## src/hw/rtl/ilir_pkg.sv

```systemverilog
package ilir_pkg;

    localparam int CMD_W      = 2;
    localparam int POS_W      = 6;
    localparam int IN_WORD_W  = 32;
    localparam int OUT_WORD_W = 32;
    localparam int CNT_W      = 5;
    localparam int STATUS_W   = 2;

    typedef enum logic [CMD_W-1:0] {
        CMD_APPEND = 2'd0,
        CMD_INSERT = 2'd1,
        CMD_REMOVE = 2'd2,
        CMD_READ   = 2'd3
    } t_cmd;

    typedef enum logic [STATUS_W-1:0] {
        ST_OK    = 2'd0,
        ST_RANGE = 2'd1,
        ST_FULL  = 2'd2,
        ST_EMPTY = 2'd3
    } t_status;

    typedef enum logic [2:0] {
        S_IDLE,
        S_INS_RD,
        S_INS_WR,
        S_FETCH,
        S_FETCH_WAIT,
        S_DEL_RD,
        S_DEL_WR,
        S_FINISH
    } t_state;

    typedef struct packed {
        logic load;
        logic ins_rd;
        logic ins_wr;
        logic put_word;
        logic fetch;
        logic capture;
        logic del_rd;
        logic del_wr;
        logic finish;
    } t_ctrl_cmd;

    typedef struct packed {
        logic acc_ok;
        logic acc_fill;
        logic ins_more;
        logic del_more;
        logic is_remove;
        logic out_free;
    } t_dp_stat;

endpackage

```

## src/hw/rtl/ilir_if.sv

```systemverilog
interface ilir_in_if;
    import ilir_pkg::*;

    logic                        valid;
    logic                        ready;
    t_cmd                        cmd;
    logic signed [POS_W-1:0]     position;
    logic        [IN_WORD_W-1:0] item_value;

    modport source (output valid, output cmd, output position, output item_value,
                    input ready);
    modport sink   (input valid, input cmd, input position, input item_value,
                    output ready);
endinterface

interface ilir_out_if;
    import ilir_pkg::*;

    logic                  valid;
    logic                  ready;
    logic [OUT_WORD_W-1:0] read_value;
    logic [CNT_W-1:0]      count;
    t_status               status;

    modport source (output valid, output read_value, output count, output status,
                    input ready);
    modport sink   (input valid, input read_value, input count, input status,
                    output ready);
endinterface

```

## src/hw/rtl/indexed_list_insert_remove.sv

```systemverilog
// channel | dir | fields                        | handshake
// i_in    | in  | cmd, position, item_value     | valid/ready
// o_out   | out | read_value, count, status     | valid/ready
//
// one item at a time: read fetches its entry, append or insert moves entries up
// then writes the word, remove fetches then moves entries down, failed command
// goes to the result; moves use the entry ram, one read then one write per entry
// reset clears the count and the output valid flag; entries need no clearing
// a result waits in the output register while the next item is taken
module indexed_list_insert_remove #(
    parameter int CAPACITY  = 16,
    parameter int WORD_BITS = 32
) (
    input logic        i_clk,
    input logic        i_rst_n,
    ilir_in_if.sink    i_in,
    ilir_out_if.source o_out
);
    import ilir_pkg::*;

    t_ctrl_cmd ctrl_cmd;
    t_dp_stat  dp_stat;

    ilir_ctrl u_ctrl (
        .i_clk      (i_clk),
        .i_rst_n    (i_rst_n),
        .i_in_valid (i_in.valid),
        .o_in_ready (i_in.ready),
        .i_stat     (dp_stat),
        .o_cmd      (ctrl_cmd)
    );

    ilir_dp #(
        .CAPACITY  (CAPACITY),
        .WORD_BITS (WORD_BITS)
    ) u_dp (
        .i_clk        (i_clk),
        .i_rst_n      (i_rst_n),
        .i_cmd        (ctrl_cmd),
        .o_stat       (dp_stat),
        .i_op         (i_in.cmd),
        .i_position   (i_in.position),
        .i_item_value (i_in.item_value),
        .o_out_valid  (o_out.valid),
        .i_out_ready  (o_out.ready),
        .o_read_value (o_out.read_value),
        .o_count      (o_out.count),
        .o_status     (o_out.status)
    );
endmodule

```

## src/hw/rtl/ilir_ram.sv

```systemverilog
module ilir_ram #(
    parameter int WIDTH = 32,
    parameter int DEPTH = 16
) (
    input  logic                     i_clk,
    input  logic                     i_wr_en,
    input  logic [$clog2(DEPTH)-1:0] i_wr_addr,
    input  logic [WIDTH-1:0]         i_wr_data,
    input  logic                     i_rd_en,
    input  logic [$clog2(DEPTH)-1:0] i_rd_addr,
    output logic [WIDTH-1:0]         o_rd_data
);
    logic [WIDTH-1:0] r_mem [DEPTH];
    logic [WIDTH-1:0] r_rd_data;

    always_ff @(posedge i_clk) begin
        if (i_wr_en) begin
            r_mem[i_wr_addr] <= i_wr_data;
        end
        if (i_rd_en) begin
            r_rd_data <= r_mem[i_rd_addr];
        end
    end

    assign o_rd_data = r_rd_data;
endmodule

```

## src/hw/rtl/ilir_ctrl.sv

```systemverilog
module ilir_ctrl (
    input  logic                i_clk,
    input  logic                i_rst_n,
    input  logic                i_in_valid,
    output logic                o_in_ready,
    input  ilir_pkg::t_dp_stat  i_stat,
    output ilir_pkg::t_ctrl_cmd o_cmd
);
    import ilir_pkg::*;

    t_state r_state;
    t_state n_state;

    always_ff @(posedge i_clk) begin
        if (!i_rst_n) begin
            r_state <= S_IDLE;
        end else begin
            r_state <= n_state;
        end
    end

    always_comb begin
        n_state    = r_state;
        o_cmd      = '0;
        o_in_ready = 1'b0;
        unique case (r_state)
            S_IDLE: begin
                o_in_ready = i_rst_n;
                if (i_in_valid && i_rst_n) begin
                    o_cmd.load = 1'b1;
                    if (!i_stat.acc_ok) begin
                        n_state = S_FINISH;
                    end else if (i_stat.acc_fill) begin
                        n_state = S_INS_RD;
                    end else begin
                        n_state = S_FETCH;
                    end
                end
            end
            S_INS_RD: begin
                if (i_stat.ins_more) begin
                    o_cmd.ins_rd = 1'b1;
                    n_state      = S_INS_WR;
                end else begin
                    o_cmd.put_word = 1'b1;
                    n_state        = S_FINISH;
                end
            end
            S_INS_WR: begin
                o_cmd.ins_wr = 1'b1;
                n_state      = S_INS_RD;
            end
            S_FETCH: begin
                o_cmd.fetch = 1'b1;
                n_state     = S_FETCH_WAIT;
            end
            S_FETCH_WAIT: begin
                o_cmd.capture = 1'b1;
                n_state       = i_stat.is_remove ? S_DEL_RD : S_FINISH;
            end
            S_DEL_RD: begin
                if (i_stat.del_more) begin
                    o_cmd.del_rd = 1'b1;
                    n_state      = S_DEL_WR;
                end else begin
                    n_state = S_FINISH;
                end
            end
            S_DEL_WR: begin
                o_cmd.del_wr = 1'b1;
                n_state      = S_DEL_RD;
            end
            S_FINISH: begin
                if (i_stat.out_free) begin
                    o_cmd.finish = 1'b1;
                    n_state      = S_IDLE;
                end
            end
            default: begin
                n_state = S_IDLE;
            end
        endcase
    end
endmodule

```

## src/hw/rtl/ilir_dp.sv

```systemverilog
module ilir_dp #(
    parameter int CAPACITY  = 16,
    parameter int WORD_BITS = 32
) (
    input  logic                                 i_clk,
    input  logic                                 i_rst_n,
    input  ilir_pkg::t_ctrl_cmd                  i_cmd,
    output ilir_pkg::t_dp_stat                   o_stat,
    input  ilir_pkg::t_cmd                       i_op,
    input  logic signed [ilir_pkg::POS_W-1:0]    i_position,
    input  logic [ilir_pkg::IN_WORD_W-1:0]       i_item_value,
    output logic                                 o_out_valid,
    input  logic                                 i_out_ready,
    output logic [ilir_pkg::OUT_WORD_W-1:0]      o_read_value,
    output logic [ilir_pkg::CNT_W-1:0]           o_count,
    output ilir_pkg::t_status                    o_status
);
    import ilir_pkg::*;

    localparam int AW = $clog2(CAPACITY);
    localparam int CW = $clog2(CAPACITY + 1);
    localparam int SW = ((CW > POS_W) ? CW : POS_W) + 1;

    logic [CW-1:0]         r_count;
    logic [CW-1:0]         n_count;
    t_cmd                  r_op;
    t_status               r_status;
    logic [AW-1:0]         r_slot;
    logic [AW-1:0]         r_ptr;
    logic [WORD_BITS-1:0]  r_word;
    logic [WORD_BITS-1:0]  r_value;

    logic                  r_out_valid;
    logic [OUT_WORD_W-1:0] r_read_value;
    logic [CNT_W-1:0]      r_out_count;
    t_status               r_out_status;

    logic signed [SW-1:0]  p_ext;
    logic signed [SW-1:0]  cnt_ext;
    logic signed [SW-1:0]  sum_ext;
    logic                  full;
    logic                  empty;
    t_status               acc_status;
    logic [AW-1:0]         acc_slot;
    logic                  acc_fill;
    logic                  op_fill;

    logic [63:0]           word_wide;
    logic [63:0]           value_wide;

    logic                  ram_wr_en;
    logic [AW-1:0]         ram_wr_addr;
    logic [WORD_BITS-1:0]  ram_wr_data;
    logic                  ram_rd_en;
    logic [AW-1:0]         ram_rd_addr;
    logic [WORD_BITS-1:0]  ram_rd_data;

    // index checks against the current count
    always_comb begin
        p_ext      = SW'(i_position);
        cnt_ext    = $signed(SW'(r_count));
        sum_ext    = cnt_ext + p_ext;
        full       = (r_count == CW'(CAPACITY));
        empty      = (r_count == '0);
        acc_status = ST_OK;
        acc_slot   = r_count[AW-1:0];
        case (i_op) inside
            CMD_APPEND: begin
                if (full) begin
                    acc_status = ST_FULL;
                end
            end
            CMD_INSERT: begin
                if (p_ext[SW-1] || (p_ext > cnt_ext)) begin
                    acc_status = ST_RANGE;
                end else if (full) begin
                    acc_status = ST_FULL;
                end else begin
                    acc_slot = p_ext[AW-1:0];
                end
            end
            CMD_REMOVE, CMD_READ: begin
                if (empty) begin
                    acc_status = ST_EMPTY;
                end else if ((p_ext >= cnt_ext) || (p_ext < -cnt_ext)) begin
                    acc_status = ST_RANGE;
                end else if (p_ext[SW-1]) begin
                    acc_slot = sum_ext[AW-1:0];
                end else begin
                    acc_slot = p_ext[AW-1:0];
                end
            end
            default: begin
                acc_status = ST_OK;
            end
        endcase
    end

    assign acc_fill   = (i_op == CMD_APPEND) || (i_op == CMD_INSERT);
    assign op_fill    = (r_op == CMD_APPEND) || (r_op == CMD_INSERT);
    assign word_wide  = 64'(i_item_value);
    assign value_wide = 64'(r_value);

    always_comb begin
        n_count = r_count;
        if (i_cmd.finish && (r_status == ST_OK)) begin
            if (op_fill) begin
                n_count = r_count + CW'(1);
            end else if (r_op == CMD_REMOVE) begin
                n_count = r_count - CW'(1);
            end
        end
    end

    assign o_stat.acc_ok    = (acc_status == ST_OK);
    assign o_stat.acc_fill  = acc_fill;
    assign o_stat.ins_more  = (r_ptr != r_slot);
    assign o_stat.del_more  = ((CW'(r_ptr) + CW'(1)) < r_count);
    assign o_stat.is_remove = (r_op == CMD_REMOVE);
    assign o_stat.out_free  = !r_out_valid || i_out_ready;

    // entry moves go through the ram one word per read and write pair
    assign ram_rd_en   = i_cmd.ins_rd || i_cmd.del_rd || i_cmd.fetch;
    assign ram_rd_addr = i_cmd.ins_rd ? (r_ptr - AW'(1)) :
                         i_cmd.del_rd ? (r_ptr + AW'(1)) : r_slot;
    assign ram_wr_en   = i_cmd.ins_wr || i_cmd.del_wr || i_cmd.put_word;
    assign ram_wr_addr = i_cmd.put_word ? r_slot : r_ptr;
    assign ram_wr_data = i_cmd.put_word ? r_word : ram_rd_data;

    ilir_ram #(
        .WIDTH (WORD_BITS),
        .DEPTH (CAPACITY)
    ) u_ram (
        .i_clk     (i_clk),
        .i_wr_en   (ram_wr_en),
        .i_wr_addr (ram_wr_addr),
        .i_wr_data (ram_wr_data),
        .i_rd_en   (ram_rd_en),
        .i_rd_addr (ram_rd_addr),
        .o_rd_data (ram_rd_data)
    );

    always_ff @(posedge i_clk) begin
        if (!i_rst_n) begin
            r_count     <= '0;
            r_out_valid <= 1'b0;
        end else begin
            r_count <= n_count;
            if (i_cmd.finish) begin
                r_out_valid <= 1'b1;
            end else if (i_out_ready) begin
                r_out_valid <= 1'b0;
            end
        end
    end

    always_ff @(posedge i_clk) begin
        if (i_cmd.load) begin
            r_op     <= i_op;
            r_status <= acc_status;
            r_slot   <= acc_slot;
            r_ptr    <= acc_fill ? r_count[AW-1:0] : acc_slot;
            r_word   <= word_wide[WORD_BITS-1:0];
            r_value  <= '0;
        end else begin
            if (i_cmd.capture) begin
                r_value <= ram_rd_data;
            end
            if (i_cmd.ins_wr) begin
                r_ptr <= r_ptr - AW'(1);
            end else if (i_cmd.del_wr) begin
                r_ptr <= r_ptr + AW'(1);
            end
        end
        if (i_cmd.finish) begin
            r_read_value <= value_wide[OUT_WORD_W-1:0];
            r_out_count  <= CNT_W'(n_count);
            r_out_status <= r_status;
        end
    end

    assign o_out_valid  = r_out_valid;
    assign o_read_value = r_read_value;
    assign o_count      = r_out_count;
    assign o_status     = r_out_status;

    a_count_bound: assert property (@(posedge i_clk) disable iff (!i_rst_n)
        r_count <= CW'(CAPACITY))
        else $error("entry count above capacity");

    a_fill_grows: assert property (@(posedge i_clk) disable iff (!i_rst_n)
        (i_cmd.finish && (r_status == ST_OK) && op_fill)
        |=> (r_count == $past(r_count) + CW'(1)))
        else $error("successful append or insert did not grow the list");

    a_fail_keeps: assert property (@(posedge i_clk) disable iff (!i_rst_n)
        (i_cmd.finish && (r_status != ST_OK)) |=> $stable(r_count))
        else $error("failed command changed the count");

    a_fail_no_write: assert property (@(posedge i_clk) disable iff (!i_rst_n)
        (r_status != ST_OK) && !i_cmd.load |-> !ram_wr_en)
        else $error("failed command wrote an entry");
endmodule
```

## src/flat_wrapper.sv

```systemverilog
// flat-port wrapper written by rule: the top's interface ports become plain ports
module indexed_list_insert_remove_flat import ilir_pkg::*;
#(
    parameter int CAPACITY  = 16,
    parameter int WORD_BITS = 32
)
  (i_clk, i_rst_n, i_in_valid, i_in_cmd, i_in_position, i_in_item_value, i_in_ready, o_out_valid, o_out_read_value, o_out_count, o_out_status, o_out_ready);
  ilir_in_if i_in_i ();
  ilir_out_if o_out_i ();
  input logic i_clk;
  input logic i_rst_n;
  input wire logic [$bits(i_in_i.valid)-1:0] i_in_valid;
  input wire logic [$bits(i_in_i.cmd)-1:0] i_in_cmd;
  input wire logic [$bits(i_in_i.position)-1:0] i_in_position;
  input wire logic [$bits(i_in_i.item_value)-1:0] i_in_item_value;
  output wire logic [$bits(i_in_i.ready)-1:0] i_in_ready;
  output wire logic [$bits(o_out_i.valid)-1:0] o_out_valid;
  output wire logic [$bits(o_out_i.read_value)-1:0] o_out_read_value;
  output wire logic [$bits(o_out_i.count)-1:0] o_out_count;
  output wire logic [$bits(o_out_i.status)-1:0] o_out_status;
  input wire logic [$bits(o_out_i.ready)-1:0] o_out_ready;
  assign i_in_i.valid = i_in_valid;
  assign i_in_i.cmd = i_in_cmd;
  assign i_in_i.position = i_in_position;
  assign i_in_i.item_value = i_in_item_value;
  assign i_in_ready = i_in_i.ready;
  assign o_out_valid = o_out_i.valid;
  assign o_out_read_value = o_out_i.read_value;
  assign o_out_count = o_out_i.count;
  assign o_out_status = o_out_i.status;
  assign o_out_i.ready = o_out_ready;
  indexed_list_insert_remove #(.CAPACITY(CAPACITY), .WORD_BITS(WORD_BITS)) u_core (.i_clk(i_clk), .i_rst_n(i_rst_n), .i_in(i_in_i), .o_out(o_out_i));
endmodule
```

## config.mk

```make
export PLATFORM = sky130hd
export DESIGN_NAME = indexed_list_insert_remove_flat
export DESIGN_NICKNAME = d
export VERILOG_FILES = /design/src/hw/rtl/ilir_pkg.sv /design/src/hw/rtl/ilir_if.sv /design/src/hw/rtl/indexed_list_insert_remove.sv /design/src/hw/rtl/ilir_ram.sv /design/src/hw/rtl/ilir_ctrl.sv /design/src/hw/rtl/ilir_dp.sv /design/src/flat_wrapper.sv
export SDC_FILE = /design/constraint.sdc
export NUM_CORES = 1
export LEC_CHECK = 0
export ABC_AREA = 0
export BUFFER_PORTS_ARGS = -buffer_cell sky130_fd_sc_hd__buf_2
export CORE_ASPECT_RATIO = 1.75
export CORE_MARGIN = 2
export CORE_UTILIZATION = 44
export DETAILED_ROUTE_END_ITERATION = 16
export PLACE_DENSITY_LB_ADDON = 0.25
export SYNTH_ARGS = -nofsm -noshare
export SYNTH_HDL_FRONTEND = slang
export SYNTH_HIERARCHICAL = 1
export SYNTH_SLANG_ARGS = --single-unit
```

## constraint.sdc

```tcl
create_clock -name i_clk -period 15.1 [get_ports i_clk]
set_input_delay 3.02 -clock i_clk [delete_from_list [all_inputs] [get_ports i_clk]]
set_output_delay 3.02 -clock i_clk [all_outputs]
set_load 0.02 [all_outputs]
```

; ---- Word-level counts from Yosys, hierarchy flattened
; Memories as Yosys holds them, arrays and structs flattened. A register that Yosys moved wholly into a read port is not among the register bits.
; Cells that the tools add are included.
[word_totals]
register_bits = 124
mem_bits_rw = 512
inputBits = 44
output_inout_bits = 41
elab_cells = 115
mem_count = 1
[memory_table]
columns = memory, depth, width, rd, rd_clocked_by_memory_dff, write_ports, line
row1 = u_core.u_dp.u_ram.r_mem, 16, 32, 1, 1, 1, ilir_ram.sv:13  ; logic [WIDTH-1:0] r_mem [DEPTH];
[op_classes]
n_addsub = 7
n_lt_le_gt_ge = 4
eq_ne = 16
muxes = 53
reduce_logical = 22
[ops]
columns = cell, count
row1 = $mux 4, 15
row2 = $mux 32, 1
row3 = $pmux 3 s8, 1
row4 = $mux 1, 21
row5 = $mux 2, 8
row6 = $mux 5, 3
row7 = $eq 3x3->1 const B, 4
row8 = $mux 3, 4
row9 = $logic_or 1x1->1, 9
row10 = $logic_not 2->1, 4
row11 = $lt 6x7->1, 1
row12 = $neg 5->7, 1
row13 = $eq 2x2->1 const B, 3
row14 = $eq 3x2->1 const B, 2
row15 = $ge 6x6->1, 1
row16 = $gt 6x6->1, 1
row17 = $add 4x1->5 const B, 1
row18 = $add 5x1->5 const B, 1
row19 = $eq 5x5->1 const B, 1
row20 = $logic_not 5->1, 1
row21 = $lt 5x5->1, 1
row22 = $sub 5x1->5 const B, 1
row23 = $add 4x1->4 const B, 1
row24 = $add 4x4->4, 1
row25 = other kinds (13), 15

; ---- Depth between registers and ports, before layout
[depth]
ltp_word = 12
ltp_mapped = 19
ltp_nobuf = 16

; ---- Modules after synthesis
; Netlist, hierarchy kept.
[by_module_without_submodules]
columns = mod, instances, cells_each, area_each_um2
row1 = ilir_ram, 1, 838, 20155.6
row2 = ilir_dp, 1, 420, 5494.0
row3 = ilir_ctrl, 1, 33, 312.8

; ---- Least setup slack after synthesis
; No wires, ideal clock.
[synth_timing]
path_type = input to output
start = input port i_rst_n
end = output port i_in_ready
arrival_ns = 3.471
setup_slack_ns = 8.609
cell_stages = 1
path_buffers = 0
path_cell_list = nor4b_2
[synth_between]
elab_chain_cells = 1
[synth_lines]
columns = element, line
row1 = "start, declared", flat_wrapper.sv:11  ; input logic i_rst_n;
row2 = $mux 1, ilir_ctrl.sv:26  ; unique case (r_state)
row3 = "end, declared", flat_wrapper.sv:16  ; output wire logic [$bits(i_in_i.ready)-1:0] i_in_ready;
; No other way between the ends.

; ---- Worst setup path in the final report
; Same ends and word-level chain as after synthesis.

==> run summary <==
syn nets: 1360
setup ws final: 8.41 ns
Max FO, Critical Path: 10
max_slew headroom: 31.9%
Longest Clk Path Bufs: 3
FILL cells: 4768
clk root buf: clkbuf_16
number of library cell types mapped by synthesis: 63
Synth Instances: 1291
dpl cells: 2113
global placer's final weighted congestion: 0.812
dpl hpwl: 29.9 mm
die extent in y: 325 microns
Hold Path Depth: 0
Iter 0 DRT Violations: 925
Yosys reg bits: 668
Setup WS pre-CTS: 8.39 ns
sequential element share of the synthesized area: 75.7%
Placement Cell Area: 27400 sq um
vias in the first global route: 13329
Slew Limit Fails: 0
DR vias: 12737
pwr/cell area: 160 nW/um^2
Async SR Flop Fraction: 0%
# Max-Cap Violations: 0
Total GRT Usage: 19.1%
metal2 WL: 31.0 mm
Post-Synthesis Cell Area: 26000 sq um
Core ar.: 58300 sq um
post-route ant nets: 0
Max IR drop VDD: 0.0000903 V
Post-synth EDFFs: 627
Die Area: 61000 sq um
Inserted Clock Buffers: 57
commonest non-fill, non-tap cell in the layout: edfxtp_1
leakage power: 9.46 nW
post-cts sizing count: 0
final clock skew: 0.0262 ns
first-pass GRT wire length: 85.6 mm
clock slew at reported path FFs: 0.06 ns
Reg2Reg Depth: 17
final wirelength: 58.1 mm
final period utilization: 44.3%
Final nets: 1468
Yosys warnings: 6
initial antenna violation count: 0
grt ovf: 0
Die X: 188 microns
wl on met1: 22.8 mm
routed len/inst: 26.1 microns
post-CTS setup buffers: 0
Most used DFF post-synth: edfxtp_1
worst path required time: 12.08 ns
CTS tree: done
min cycle time layout: 6.69 ns
# hold bufs at CTS: 0
CP Capture Type: output port
outcome: finished clean
drt drc: 0
syn avg cell area: 20.1 sq um
highest clock rate: 149 MHz
cell accounting for the most synthesized area: edfxtp_1
IO Count: 85
setup violation total in the final timing report: 0
Final Hold Vio Count: 0
top layer in use: met4
RSZ-0062 raised after global routing: false
clock sinks: 668
Min-Delay Path Class: flop to flop
most frequent cells in the layout: edfxtp_1 (627), mux4_2 (128), buf_2 (84)
largest net degree at the start of global routing: 114
initial core utilization: 44.6%
met3 wire len: 2.88 mm
Synth top area share: 72.5%
Layout area overhead: 12.9%
Cell Rows: 117
startpoint types: input pin
non-filler cells, final: 2221
IO Port Bufs: 84
Clock Latency Late Sink: 0.62 ns
CTS H-tree depth: 2
setup_tns: 0 ns
Slew @ Worst Pin: 1.02 ns
1st-pass router iterations: 5
share of layout cells above drive strength 1: 25.8%
Avg Vias per Cell: 5.73
Final Core Density: 50.3%
CP Class: input pin to output port
CP Data Arrival Time: 3.67 ns
fin area: 29300 sq um
Synth area leaders: edfxtp_1 (73%), mux4_2 (11%), dfxtp_1 (3.2%)
## synth_stat cells, types with 3 or more instances
| cell type | instances |
|---|---|
| edfxtp_1 | 627 |
| mux4_2 | 128 |
| a22oi_1 | 65 |
| nor2_1 | 53 |
| nand2_1 | 45 |
| dfxtp_1 | 41 |
| mux2i_1 | 41 |
| mux2_1 | 34 |
| clkbuf_1 | 29 |
| ha_1 | 24 |
| inv_1 | 19 |
| buf_1 | 14 |
| a21oi_1 | 11 |
| xnor2_1 | 11 |
| buf_4 | 10 |
| nor2b_1 | 10 |
| and2_1 | 9 |
| nor3_1 | 9 |
| o21ai_0 | 9 |
| buf_2 | 8 |
| nand2b_1 | 8 |
| o21ai_1 | 8 |
| or3_1 | 6 |
| a31oi_1 | 5 |
| buf_6 | 4 |
| inv_2 | 4 |
| nand3b_1 | 4 |
| nor3b_1 | 4 |
| nor4b_2 | 4 |
| xor2_1 | 4 |
| and3_1 | 3 |
| and4_1 | 3 |
| nand3_1 | 3 |
## path summary, 6_finish.rpt
path                            from                         endpoint  slack, ns
max reg2reg     u_core/u_dp/r_ptr[0]  u_core/u_dp/u_ram/o_rd_data[10]       9.53
min          u_core/u_dp/r_value[21]     u_core/u_dp/o_read_value[21]       0.43
min reg2reg  u_core/u_dp/r_value[21]     u_core/u_dp/o_read_value[21]       0.43
max                          i_rst_n                       i_in_ready       8.41
## through the flow
stage,hold slack (ns),power (mW)
detailed placement,0.419,3.28
global placement,0.415,3.24
global route,0.450,4.88
finish,0.432,4.69
floorplan,0.408,2.99
CTS,0.433,4.74
## layer usage
layer,vias to the layer above,GRT usage (%)
li1,5464,-
met1,6790,23.7
met2,391,34.7
met3,92,2.37
met4,0,5.68
met5,-,0
## area by class of cell
class	count	area (sq um)	area share [%]
clock inverters	23	210	0.717
multi-input cells	535	6080	20.7
flip-flops and latches	668	19600	67.0
repair buffers	114	658	2.24
inverters	23	86.3	0.294
diodes	1	2.50	0.00853
well taps	773	967	3.30
clock buffers	84	1670	5.70
## worst max-delay path, cell delays in order
cell and delay [ns]:
buf_2 0.16, nor4b_2 0.27, buf_2 0.22
## registers in the layout, indices dropped and copies added, names as in the netlist, 3 cells and up
signal                       count
u_core/u_dp/o_read_value        32
u_core/u_dp/u_ram/r_mem        512
u_core/u_dp/r_ptr                4
u_core/u_dp/r_word              32
u_core/u_dp/u_ram/o_rd_data     32
u_core/u_dp/r_slot               4
u_core/u_dp/r_value             32
u_core/u_dp/o_count              5
u_core/u_ctrl/r_state            3
u_core/u_dp/r_count              5
## report_power, final
| part | switching, mW | internal (mW) |
|---|---|---|
| clock network | 0.650 | 0.819 |
| registers | 0.0654 | 2.32 |
| logic | 0.516 | 0.317 |
## cell families after synthesis
| kind of cell | count (synthesis) | share of synthesized area [%] |
|---|---|---|
| AOI/OAI and AO/OA | 122 | 3.37 |
| xor gates and xnor gates | 15 | 0.506 |
| adders and majority gates | 25 | 1.23 |
| buffers and inverters | 88 | 1.57 |
| DFF | 668 | 75.7 |
| muxes | 204 | 14.2 |
| and+or+nand+nor | 169 | 3.43 |
Power figures use the tool's default switching activity.
